==> src/rtl/utf8d_pkg.sv <==
// Shared types and constants for the UTF-8 stream decoder.
package utf8d_pkg;

  localparam logic [20:0] REPL_CP = 21'h00FFFD;

  typedef struct packed {
    logic [7:0] data_byte;
    logic       end_of_text;
  } in_word_t;

  typedef struct packed {
    logic [20:0] code_point;
    logic [2:0]  byte_count;
    logic        is_replacement;
    logic        last_of_run;
  } out_word_t;

  // One decoded byte's worth of results: repl_count replacements, then an optional tail.
  typedef struct packed {
    logic [1:0]  repl_count;
    logic        tail_valid;
    logic [20:0] tail_cp;
    logic [2:0]  tail_count;
    logic        tail_rep;
  } run_t;

endpackage

==> src/rtl/utf8d_front.sv <==
// Front end: byte classification and sequence state, builds at most one run per byte.
module utf8d_front (
  input  logic               clk,
  input  logic               rst,
  input  logic               accept,
  input  utf8d_pkg::in_word_t src,
  output logic               run_push,
  output utf8d_pkg::run_t    run
);
  import utf8d_pkg::*;

  logic [1:0]  bytes_expected;
  logic [1:0]  bytes_held;
  logic [20:0] partial_code;
  logic [1:0]  bytes_expected_next;
  logic [1:0]  bytes_held_next;
  logic [20:0] partial_code_next;

  logic [7:0]  b;
  logic        eot;
  logic        as_lead;
  logic [20:0] shifted;
  logic [2:0]  lead_len;
  logic [20:0] lead_init;

  assign b       = src.data_byte;
  assign eot     = src.end_of_text;
  assign shifted = {partial_code[14:0], b[5:0]};

  always_comb begin
    lead_len  = 3'd0;
    lead_init = '0;
    if (b[7:5] == 3'b110) begin
      lead_len  = 3'd2;
      lead_init = {16'd0, b[4:0]};
    end else if (b[7:4] == 4'b1110) begin
      lead_len  = 3'd3;
      lead_init = {17'd0, b[3:0]};
    end else if (b[7:3] == 5'b11110) begin
      lead_len  = 3'd4;
      lead_init = {18'd0, b[2:0]};
    end
  end

  always_comb begin
    run                 = '0;
    as_lead             = 1'b1;
    bytes_expected_next = bytes_expected;
    bytes_held_next     = bytes_held;
    partial_code_next   = partial_code;

    if (bytes_expected != 2'd0) begin
      if (b[7:6] == 2'b10) begin
        as_lead = 1'b0;
        if (bytes_expected == 2'd1) begin
          run.tail_valid      = 1'b1;
          run.tail_cp         = shifted;
          run.tail_count      = {1'b0, bytes_held} + 3'd1;
          run.tail_rep        = 1'b0;
          bytes_expected_next = 2'd0;
          bytes_held_next     = 2'd0;
          partial_code_next   = '0;
        end else if (eot) begin
          run.repl_count      = bytes_held + 2'd1;
          bytes_expected_next = 2'd0;
          bytes_held_next     = 2'd0;
          partial_code_next   = '0;
        end else begin
          bytes_expected_next = bytes_expected - 2'd1;
          bytes_held_next     = bytes_held + 2'd1;
          partial_code_next   = shifted;
        end
      end else begin
        // Broken sequence: replace held bytes, then retry this byte as a lead.
        run.repl_count      = bytes_held;
        bytes_expected_next = 2'd0;
        bytes_held_next     = 2'd0;
        partial_code_next   = '0;
      end
    end

    if (as_lead) begin
      if (!b[7]) begin
        run.tail_valid = 1'b1;
        run.tail_cp    = {13'd0, b};
        run.tail_count = 3'd1;
        run.tail_rep   = 1'b0;
      end else if (lead_len == 3'd0 || eot) begin
        run.tail_valid = 1'b1;
        run.tail_cp    = REPL_CP;
        run.tail_count = 3'd1;
        run.tail_rep   = 1'b1;
      end else begin
        bytes_expected_next = lead_len[1:0] - 2'd1;
        bytes_held_next     = 2'd1;
        partial_code_next   = lead_init;
      end
    end

    if (eot) begin
      bytes_expected_next = 2'd0;
      bytes_held_next     = 2'd0;
      partial_code_next   = '0;
    end
  end

  assign run_push = accept && (run.repl_count != 2'd0 || run.tail_valid);

  always_ff @(posedge clk) begin
    if (rst) begin
      bytes_expected <= 2'd0;
      bytes_held     <= 2'd0;
      partial_code   <= '0;
    end else if (accept) begin
      bytes_expected <= bytes_expected_next;
      bytes_held     <= bytes_held_next;
      partial_code   <= partial_code_next;
    end
  end

endmodule

==> src/rtl/utf8d_fifo.sv <==
// Short run queue between the front and back ends.
module utf8d_fifo #(
  parameter int DEPTH = 4
) (
  input  logic            clk,
  input  logic            rst,
  input  logic            wr_en,
  input  utf8d_pkg::run_t wr_data,
  input  logic            rd_en,
  output utf8d_pkg::run_t rd_data,
  output logic            full,
  output logic            empty
);
  import utf8d_pkg::*;

  localparam int PTR_W = (DEPTH > 1) ? $clog2(DEPTH) : 1;
  localparam int CNT_W = $clog2(DEPTH + 1);
  localparam logic [PTR_W-1:0] LAST_PTR = PTR_W'(DEPTH - 1);
  localparam logic [CNT_W-1:0] FULL_CNT = CNT_W'(DEPTH);

  run_t             slots [DEPTH];
  logic [PTR_W-1:0] wr_ptr;
  logic [PTR_W-1:0] rd_ptr;
  logic [CNT_W-1:0] count;
  logic             do_wr;
  logic             do_rd;

  assign full    = (count == FULL_CNT);
  assign empty   = (count == '0);
  assign do_wr   = wr_en && !full;
  assign do_rd   = rd_en && !empty;
  assign rd_data = slots[rd_ptr];

  always_ff @(posedge clk) begin
    if (do_wr) begin
      slots[wr_ptr] <= wr_data;
    end
  end

  always_ff @(posedge clk) begin
    if (rst) begin
      wr_ptr <= '0;
      rd_ptr <= '0;
      count  <= '0;
    end else begin
      if (do_wr) begin
        wr_ptr <= (wr_ptr == LAST_PTR) ? '0 : wr_ptr + 1'b1;
      end
      if (do_rd) begin
        rd_ptr <= (rd_ptr == LAST_PTR) ? '0 : rd_ptr + 1'b1;
      end
      if (do_wr && !do_rd) begin
        count <= count + 1'b1;
      end else if (do_rd && !do_wr) begin
        count <= count - 1'b1;
      end
    end
  end

endmodule

==> src/rtl/utf8d_back.sv <==
// Back end: expands each queued run into result words, one per cycle while the result register is empty or popped.
module utf8d_back (
  input  logic                 clk,
  input  logic                 rst,
  input  utf8d_pkg::run_t      run,
  input  logic                 run_empty,
  output logic                 run_pop,
  input  logic                 pop,
  output logic                 empty,
  output utf8d_pkg::out_word_t result
);
  import utf8d_pkg::*;

  logic       out_valid;
  logic [1:0] idx;
  logic       load;
  logic       in_repl;
  logic       run_done;
  out_word_t  word_next;

  assign empty   = !out_valid;
  assign load    = !run_empty && (!out_valid || pop);
  assign in_repl = (idx < run.repl_count);

  always_comb begin
    if (in_repl) begin
      word_next.code_point     = REPL_CP;
      word_next.byte_count     = 3'd1;
      word_next.is_replacement = 1'b1;
      run_done                 = (idx == run.repl_count - 2'd1) && !run.tail_valid;
    end else begin
      word_next.code_point     = run.tail_cp;
      word_next.byte_count     = run.tail_count;
      word_next.is_replacement = run.tail_rep;
      run_done                 = 1'b1;
    end
    word_next.last_of_run = run_done;
  end

  assign run_pop = load && run_done;

  always_ff @(posedge clk) begin
    if (load) begin
      result <= word_next;
    end
  end

  always_ff @(posedge clk) begin
    if (rst) begin
      out_valid <= 1'b0;
      idx       <= 2'd0;
    end else begin
      if (load) begin
        out_valid <= 1'b1;
        // advance within the run, or restart on the next one
        idx       <= run_done ? 2'd0 : idx + 2'd1;
      end else if (pop) begin
        out_valid <= 1'b0;
      end
    end
  end

endmodule

==> src/rtl/utf8_stream_decoder.sv <==
// UTF-8 stream decoder: one byte in per cycle while full is low, decoded code point words out.
// A byte's run passes through the run queue and then the result register to the result ports.
// The front end takes one byte per cycle while the run queue has room; the back end emits
// a run's words one at a time, so the run queue (QUEUE_DEPTH runs) absorbs multi-word bytes.
// Reset: clears the pending sequence, the run queue and the output valid flag; no fill pass.
module utf8_stream_decoder #(
  parameter int QUEUE_DEPTH = 4
) (
  input  logic                 clk,
  input  logic                 rst,
  input  logic                 push,
  output logic                 full,
  input  utf8d_pkg::in_word_t  src,
  output logic                 empty,
  input  logic                 pop,
  output utf8d_pkg::out_word_t result
);
  import utf8d_pkg::*;

  logic q_full;
  logic q_empty;
  logic q_pop;
  logic q_push;
  logic accept;
  run_t front_run;
  run_t head_run;

  assign full   = q_full;
  assign accept = push && !q_full;

  utf8d_front u_front (
    .clk      (clk),
    .rst      (rst),
    .accept   (accept),
    .src      (src),
    .run_push (q_push),
    .run      (front_run)
  );

  utf8d_fifo #(
    .DEPTH (QUEUE_DEPTH)
  ) u_fifo (
    .clk     (clk),
    .rst     (rst),
    .wr_en   (q_push),
    .wr_data (front_run),
    .rd_en   (q_pop),
    .rd_data (head_run),
    .full    (q_full),
    .empty   (q_empty)
  );

  utf8d_back u_back (
    .clk       (clk),
    .rst       (rst),
    .run       (head_run),
    .run_empty (q_empty),
    .run_pop   (q_pop),
    .pop       (pop),
    .empty     (empty),
    .result    (result)
  );

endmodule

==> config.mk <==
export PLATFORM = sky130hd
export DESIGN_NAME = utf8_stream_decoder
export DESIGN_NICKNAME = d
export VERILOG_FILES = /design/src/rtl/utf8d_pkg.sv /design/src/rtl/utf8d_front.sv /design/src/rtl/utf8d_fifo.sv /design/src/rtl/utf8d_back.sv /design/src/rtl/utf8_stream_decoder.sv
export SDC_FILE = /design/constraint.sdc
export NUM_CORES = 1
export LEC_CHECK = 0
export ABC_AREA = 1
export ABC_CLOCK_PERIOD_IN_PS = 3000
export BUFFER_PORTS_ARGS = -buffer_cell sky130_fd_sc_hd__buf_2
export CAP_MARGIN = 20
export CORE_MARGIN = 2
export CORE_UTILIZATION = 35
export CTS_CLUSTER_SIZE = 10
export DETAILED_ROUTE_END_ITERATION = 6
export GPL_TIMING_DRIVEN = 0
export PLACE_DENSITY = 0.5
export SYNTH_ARGS = -nofsm -noshare
export SYNTH_HDL_FRONTEND = slang
export SYNTH_SLANG_ARGS = --single-unit
==> constraint.sdc <==
create_clock -name clk -period 3 [get_ports clk]
set_input_delay 0 -clock clk [delete_from_list [all_inputs] [get_ports clk]]
set_output_delay 0 -clock clk [all_outputs]
set_load 0.005 [all_outputs]
# Word level (Yosys, flattened, before mapping)

Memories as Yosys holds them, arrays and structs flattened. A register that Yosys moved wholly into a read port is not among the register bits.
Index checks and enable logic that the tools add are counted.

Memories kept: 1
Input bits: 13
Output and inout bits: 28
Bits in writable memories: 112
Register bits after elaboration: 61
Logic and storage cells: 107

Memories:

| name         | depth | bits a word | rd ports | clocked after Yosys merged registers in | wr ports | line             | RTL |
|---|---|---|---|---|---|---|---|
| u_fifo.slots | 4     | 28          | 1        | 1                                       | 1        | utf8d_fifo.sv:21 | `run_t slots [DEPTH];` |

Magnitude comparators: 1
Reduce and logical (&&, ||, !) cells: 24
Mux-type cells: 50
Add/subtract/negate cells: 10
Eq/ne operators: 9

Operators by type and width:

| operator                                                              | count |
|---|---|
| 21-bit two-way mux                                                    | 9 |
| 26-bit two-way mux                                                    | 5 |
| 2-bit two-way mux                                                     | 22 |
| 28-bit two-way mux                                                    | 1 |
| 3-bit two-way mux                                                     | 6 |
| 1-bit logical AND                                                     | 9 |
| 2-bit by 1-bit adder with 2-bit output, second input constant         | 4 |
| 2-bit nonzero test                                                    | 4 |
| 1-bit two-way mux                                                     | 7 |
| 2-bit equality test, second input constant                            | 3 |
| 3-bit equality test, second input constant                            | 2 |
| 1-bit logical NOT                                                     | 6 |
| 3-bit logical NOT                                                     | 2 |
| 2-bit by 1-bit subtractor with 2-bit output, second input constant    | 3 |
| 5-bit equality test, second input constant                            | 1 |
| 4-bit equality test, second input constant                            | 1 |
| 2-bit by 1-bit adder with 3-bit output, second input constant         | 1 |
| 3-bit by 1-bit adder with 3-bit output, second input constant         | 1 |
| 1-bit logical OR                                                      | 3 |
| 3-bit by 1-bit subtractor with 3-bit output, second input constant    | 1 |
| 2-bit by 1-bit equality test with 1-bit output, second input constant | 1 |
| 2-bit equality test                                                   | 1 |
| 2-bit < comparator                                                    | 1 |

# Depth between registers and ports, before layout

Word-level depth: 16
Gate-level depth with buffers: 20
Depth with buffers taken out: 18

# Modules after synthesis

Synthesis repeated with hierarchy kept, for this count alone.

Cell total of the unflattened synthesis: 652
Area total of the unflattened synthesis: 7280.7 um2

By module, submodules not included:

| module              | instances | area an instance (um2) | cells an instance | seq. area each (um2) |
|---|---|---|---|---|
| utf8d_fifo          | 1         | 4654.5                 | 342               | 3543.4 |
| utf8d_front         | 1         | 1407.6                 | 212               | 380.4 |
| utf8d_back          | 1         | 1208.7                 | 96                | 840.8 |
| utf8_stream_decoder | 1         | 10.0                   | 2                 | 0.0 |

# Worst setup path after synthesis

No wires, ideal clock.

Path kind: register -> register
Start: reg u_front.bytes_expected[0]
End: mem u_fifo.slots[3][0] (netlist bit) (enable)
Stages on the path, launching flop included: 8
Setup time: 0.413 ns
Required time: 2.587 ns
Buffers on the path: 0
Setup slack: 0.142 ns
Clock period less this slack: 2.858 ns
Data arrival time: 2.445 ns
Path through: dfxtp_1 inv_1 ha_1 nor3_2 a31oi_1 nand3_2 nand2_4 nor2_1

Longest elaborated chain between the ends: 12
Elaborated cells between the ends (all ways): 17
Those cells by class: eq/ne: 1; mux: 11; reduce/logical: 5

RTL lines:

| what                                           | line               | RTL |
|---|---|---|
| start: declaration                             | utf8d_front.sv:12  | `logic [1:0] bytes_expected;` |
| start signal: assignment                       | utf8d_front.sv:115 | `bytes_expected <= bytes_expected_next;` |
| 2-bit by 1-bit equality test with 1-bit output | utf8d_front.sv:55  | `if (bytes_expected == 2'd1) begin` |
| 26-bit two-way mux                             | utf8d_front.sv:55  |  |
| 26-bit two-way mux                             | utf8d_front.sv:53  | `if (b[7:6] == 2'b10) begin` |
| 28-bit two-way mux                             | utf8d_front.sv:52  | `if (bytes_expected != 2'd0) begin` |
| 26-bit two-way mux                             | utf8d_front.sv:88  | `end else if (lead_len == 3'd0 \|\| eot) begin` |
| 26-bit two-way mux                             | utf8d_front.sv:83  | `if (!b[7]) begin` |
| 26-bit two-way mux                             | utf8d_front.sv:82  | `if (as_lead) begin` |
| 1-bit logical OR *                             | utf8d_front.sv:107 | `assign run_push = accept && (run.repl_count != 2'd0 \|\| run.tail_valid);` |
| 1-bit logical AND *                            | utf8d_front.sv:107 |  |
| 1-bit logical AND *                            | utf8d_fifo.sv:30   | `assign do_wr = wr_en && !full;` |
| 1-bit two-way mux *                            | utf8d_fifo.sv:35   | `if (do_wr) begin` |
| 1-bit two-way mux (not written as such) *      | utf8d_fifo.sv:36   | `slots[wr_ptr] <= wr_data;` |
| end: declaration                               | utf8d_fifo.sv:21   |  |

Mark *: on every way between the ends. The rest lies on a longest branch, timed or not.

==> metrics <==
DRC=0; All-Layer GR Usage=0.1597; post-synthesis register bit count=169; Peak VDD IR=0.0003871 V; DIE HEIGHT=146.1 um; Seq/Total Area, Yosys=0.6742; maximum clock insertion buffer count=2; post-route ant nets=0; Hold Vio Cnt, Final=0; Critical R2R Capture=u_fifo.count[2]; mux share of post-synthesis cell area=0; routability cong.=0.8642; worst min path class=in2reg; Layout area overhead=19.90%; H-Tree Depth=4; period utilization=0.9326; core area=19650 um^2; final net count=700; cells along the critical path=buf_6, buf_6, nand2_1, nand3_1, o21ai_1, ha_1, a21oi_4, buf_8, nand2_4, nand2_2, ha_1, inv_1, fa_1, nor2_1, nor2_1, nand2_1, o21ai_0, a21oi_1; hold_sp=src[0]; Row Count=51; yosys warns=0; leading cell type in the layout, fill and taps excluded=edfxtp_1; LEAKAGE=3.002 nW; Mapped Nets=628; Clock Tree Root=clkbuf_16; setup TNS=0 ns; status=completed; max-slew violations=0; Critical Path AT=3.16 ns; layout cells sized above 1=0.2067; Mean Syn Cell Area=11.72 um^2; Largest stage delay, worst path=0.44 ns; Tmin final=2.798 ns; synthesized area=7067 um^2; die area=21340 um^2; port buffer count=39; post-DP HPWL=10970 um; slowest CP cell=fa_1; total wire length=16360 um; Final Util=0.4311; r2r setup slk=0.20 ns; Final Skew=0.01263 ns; Pwr per Cell Area=868.6 nW/um^2; crit path capture type=flop; Worst Tran Pin Value=0.8202 ns; vias in the first global route=4584; RSZ-0062 raised after global routing=false; clock tree from TritonCTS=done; Post-Synth Adder-Cell Area=0.02231; largest family of logic cells by synthesized area=compound AO/OA/AOI/OAI gates; clk sinks=169; Post-Synth Simple-Gate Area=0.1186; ant diodes=0; IO Count=41; Synth cell types=37; Startpoint Class=flop; CP endpoint=u_fifo.count[2]; worst skew pair latency=0.43 ns; Starting Density=0.3596; WP data required=3.36 ns; DR vias/cell=4.851; DR iter-0 viols=330; number of CTS-inserted buffers=17; Avg WL per Cell=17.18 um; most frequent cells in the layout=edfxtp_1, nor2_1, inv_1; Slew headroom=0.4474; largest net degree at the start of global routing=28; Cells after Synth=603; Compound-Gate Fraction of Synth Area=0.1275; Final setup viols=0; DR vias=4618; max_cap viols=0; initial antenna violation count=0; fmax=0.3574 GHz; critical-path maximum fanout=10; global-route wire length before repair=25610 um; xor/xnor cell area share of the yosys netlist=0.001239; first drt pass iteration count=4; Die Wd=146.1 um; clock slew at reported path FFs=0.07 ns; GRT overflow=0; kind of critical path=reg2reg; Power Total=7.360 mW; worst-case reg-to-reg path depth=18; worst hold slack=0.02120 ns
-- final cells by class --
type                            count  area (um^2)
Multi-Input combinational cell    337         1956
Fill cell                        1879        11180
Inverter                           71        269.0
Sequential cell                   169         4765
Clock inverter                     14        196.4
Timing Repair Buffer               53        387.9
Buffer                             26        142.6
Clock buffer                       17        425.4
Tap cell                          265        331.6
-- how the worst min path moves through the flow --
stage | end | depth (start not counted)
floorplan | u_front.partial_code[0] | 2
global placement | u_front.partial_code[0] | 3
detailed placement | u_front.partial_code[0] | 3
CTS | u_front.partial_code[5] | 5
global route | u_front.bytes_held[1] | 4
finish | u_front.bytes_held[1] | 4
-- cell usage after synthesis, drive strengths merged --
library cell / instances / area, um^2
fa: 1 / 20.02
o211ai: 36 / 270.3
clkinv: 1 / 3.750
o21ai: 62 / 359.1
nor3: 2 / 20.02
and3: 1 / 6.260
nand3: 19 / 115.1
nand4: 1 / 6.260
buf: 11 / 73.82
nand2: 48 / 215.2
edfxtp: 138 / 4144
o31ai: 1 / 7.510
nor2: 92 / 362.8
xor2: 1 / 8.760
o221ai: 2 / 17.52
inv: 70 / 262.8
a21oi: 26 / 133.9
dfxtp: 31 / 620.6
a22oi: 3 / 22.52
clkbuf: 15 / 56.30
o311ai: 1 / 8.760
or2: 18 / 112.6
o22ai: 10 / 62.56
ha: 11 / 137.6
a31oi: 2 / 18.77
-- kinds of logic (layout without fill, tap and decap cells) --
family,count (synthesis),after routing
adder cells (fa/ha/maj),12,12
flip-flops,169,169
AND/OR/NAND/NOR,181,181
AO/OA/AOI/OAI,143,143
buffers and inverters,97,181
XOR/XNOR,1,1
-- registers in the layout, summed over array words and instances, names as in the netlist, named ones only --
name	count
u_fifo.count	3
u_fifo.wr_ptr	2
u_front.partial_code	15
u_fifo.rd_ptr	2
u_back.result	26
u_back.out_valid	1
u_front.bytes_expected	2
u_front.bytes_held	2
u_back.idx	2
u_fifo.slots	112
-- where the power goes --
group | leakage, nW | internal, mW | switching, mW
clock | 0.298 | 1.39 | 0.916
combinational | 1.18 | 0.699 | 1.25
sequential | 1.53 | 3.01 | 0.0869
-- critical path: cells and delay by family (launching register included) --
family | cells | cell delay [ns]
fa+ha+maj | 3 | 0.92
buf+inv | 4 | 0.48
compound gates | 4 | 0.45
simple gates | 7 | 0.55
flops | 1 | 0.33
-- routing by layer --
| metal | track usage | wire length (um) | vias to the layer above |
|---|---|---|---|
| met5 | 0 | 0 | - |
| met4 | 0.06311 | 293 | 0 |
| met3 | 0.03031 | 645 | 18 |
| met2 | 0.2644 | 8066 | 96 |
| met1 | 0.2084 | 7350 | 2247 |
| li1 | - | - | 2257 |
-- per-stage QoR --
step | area [um^2] | setup WS (ns) | instances
2_1_floorplan | 7067 | 0.1418 | 603
3_3_place_gp | 7594 | -1.298 | 907
3_5_place_dp | 7740 | -0.1963 | 912
4_1_cts | 8444 | 0.03618 | 950
5_1_grt | 8473 | 0.01544 | 952
6_report | 8473 | 0.2022 | 952
-- timing repair --
action                                 in CTS  in global routing
pin swaps                                   0                  1
setup endpoints to repair                   2                  1
hold buffers                                7                  0
endpoints found under the hold margin      12                  0
gates cloned                                0                  0
buffers inserted                            0                  2
resized for setup                           4                  3
No activity file was read; power rests on OpenSTA's default activity.
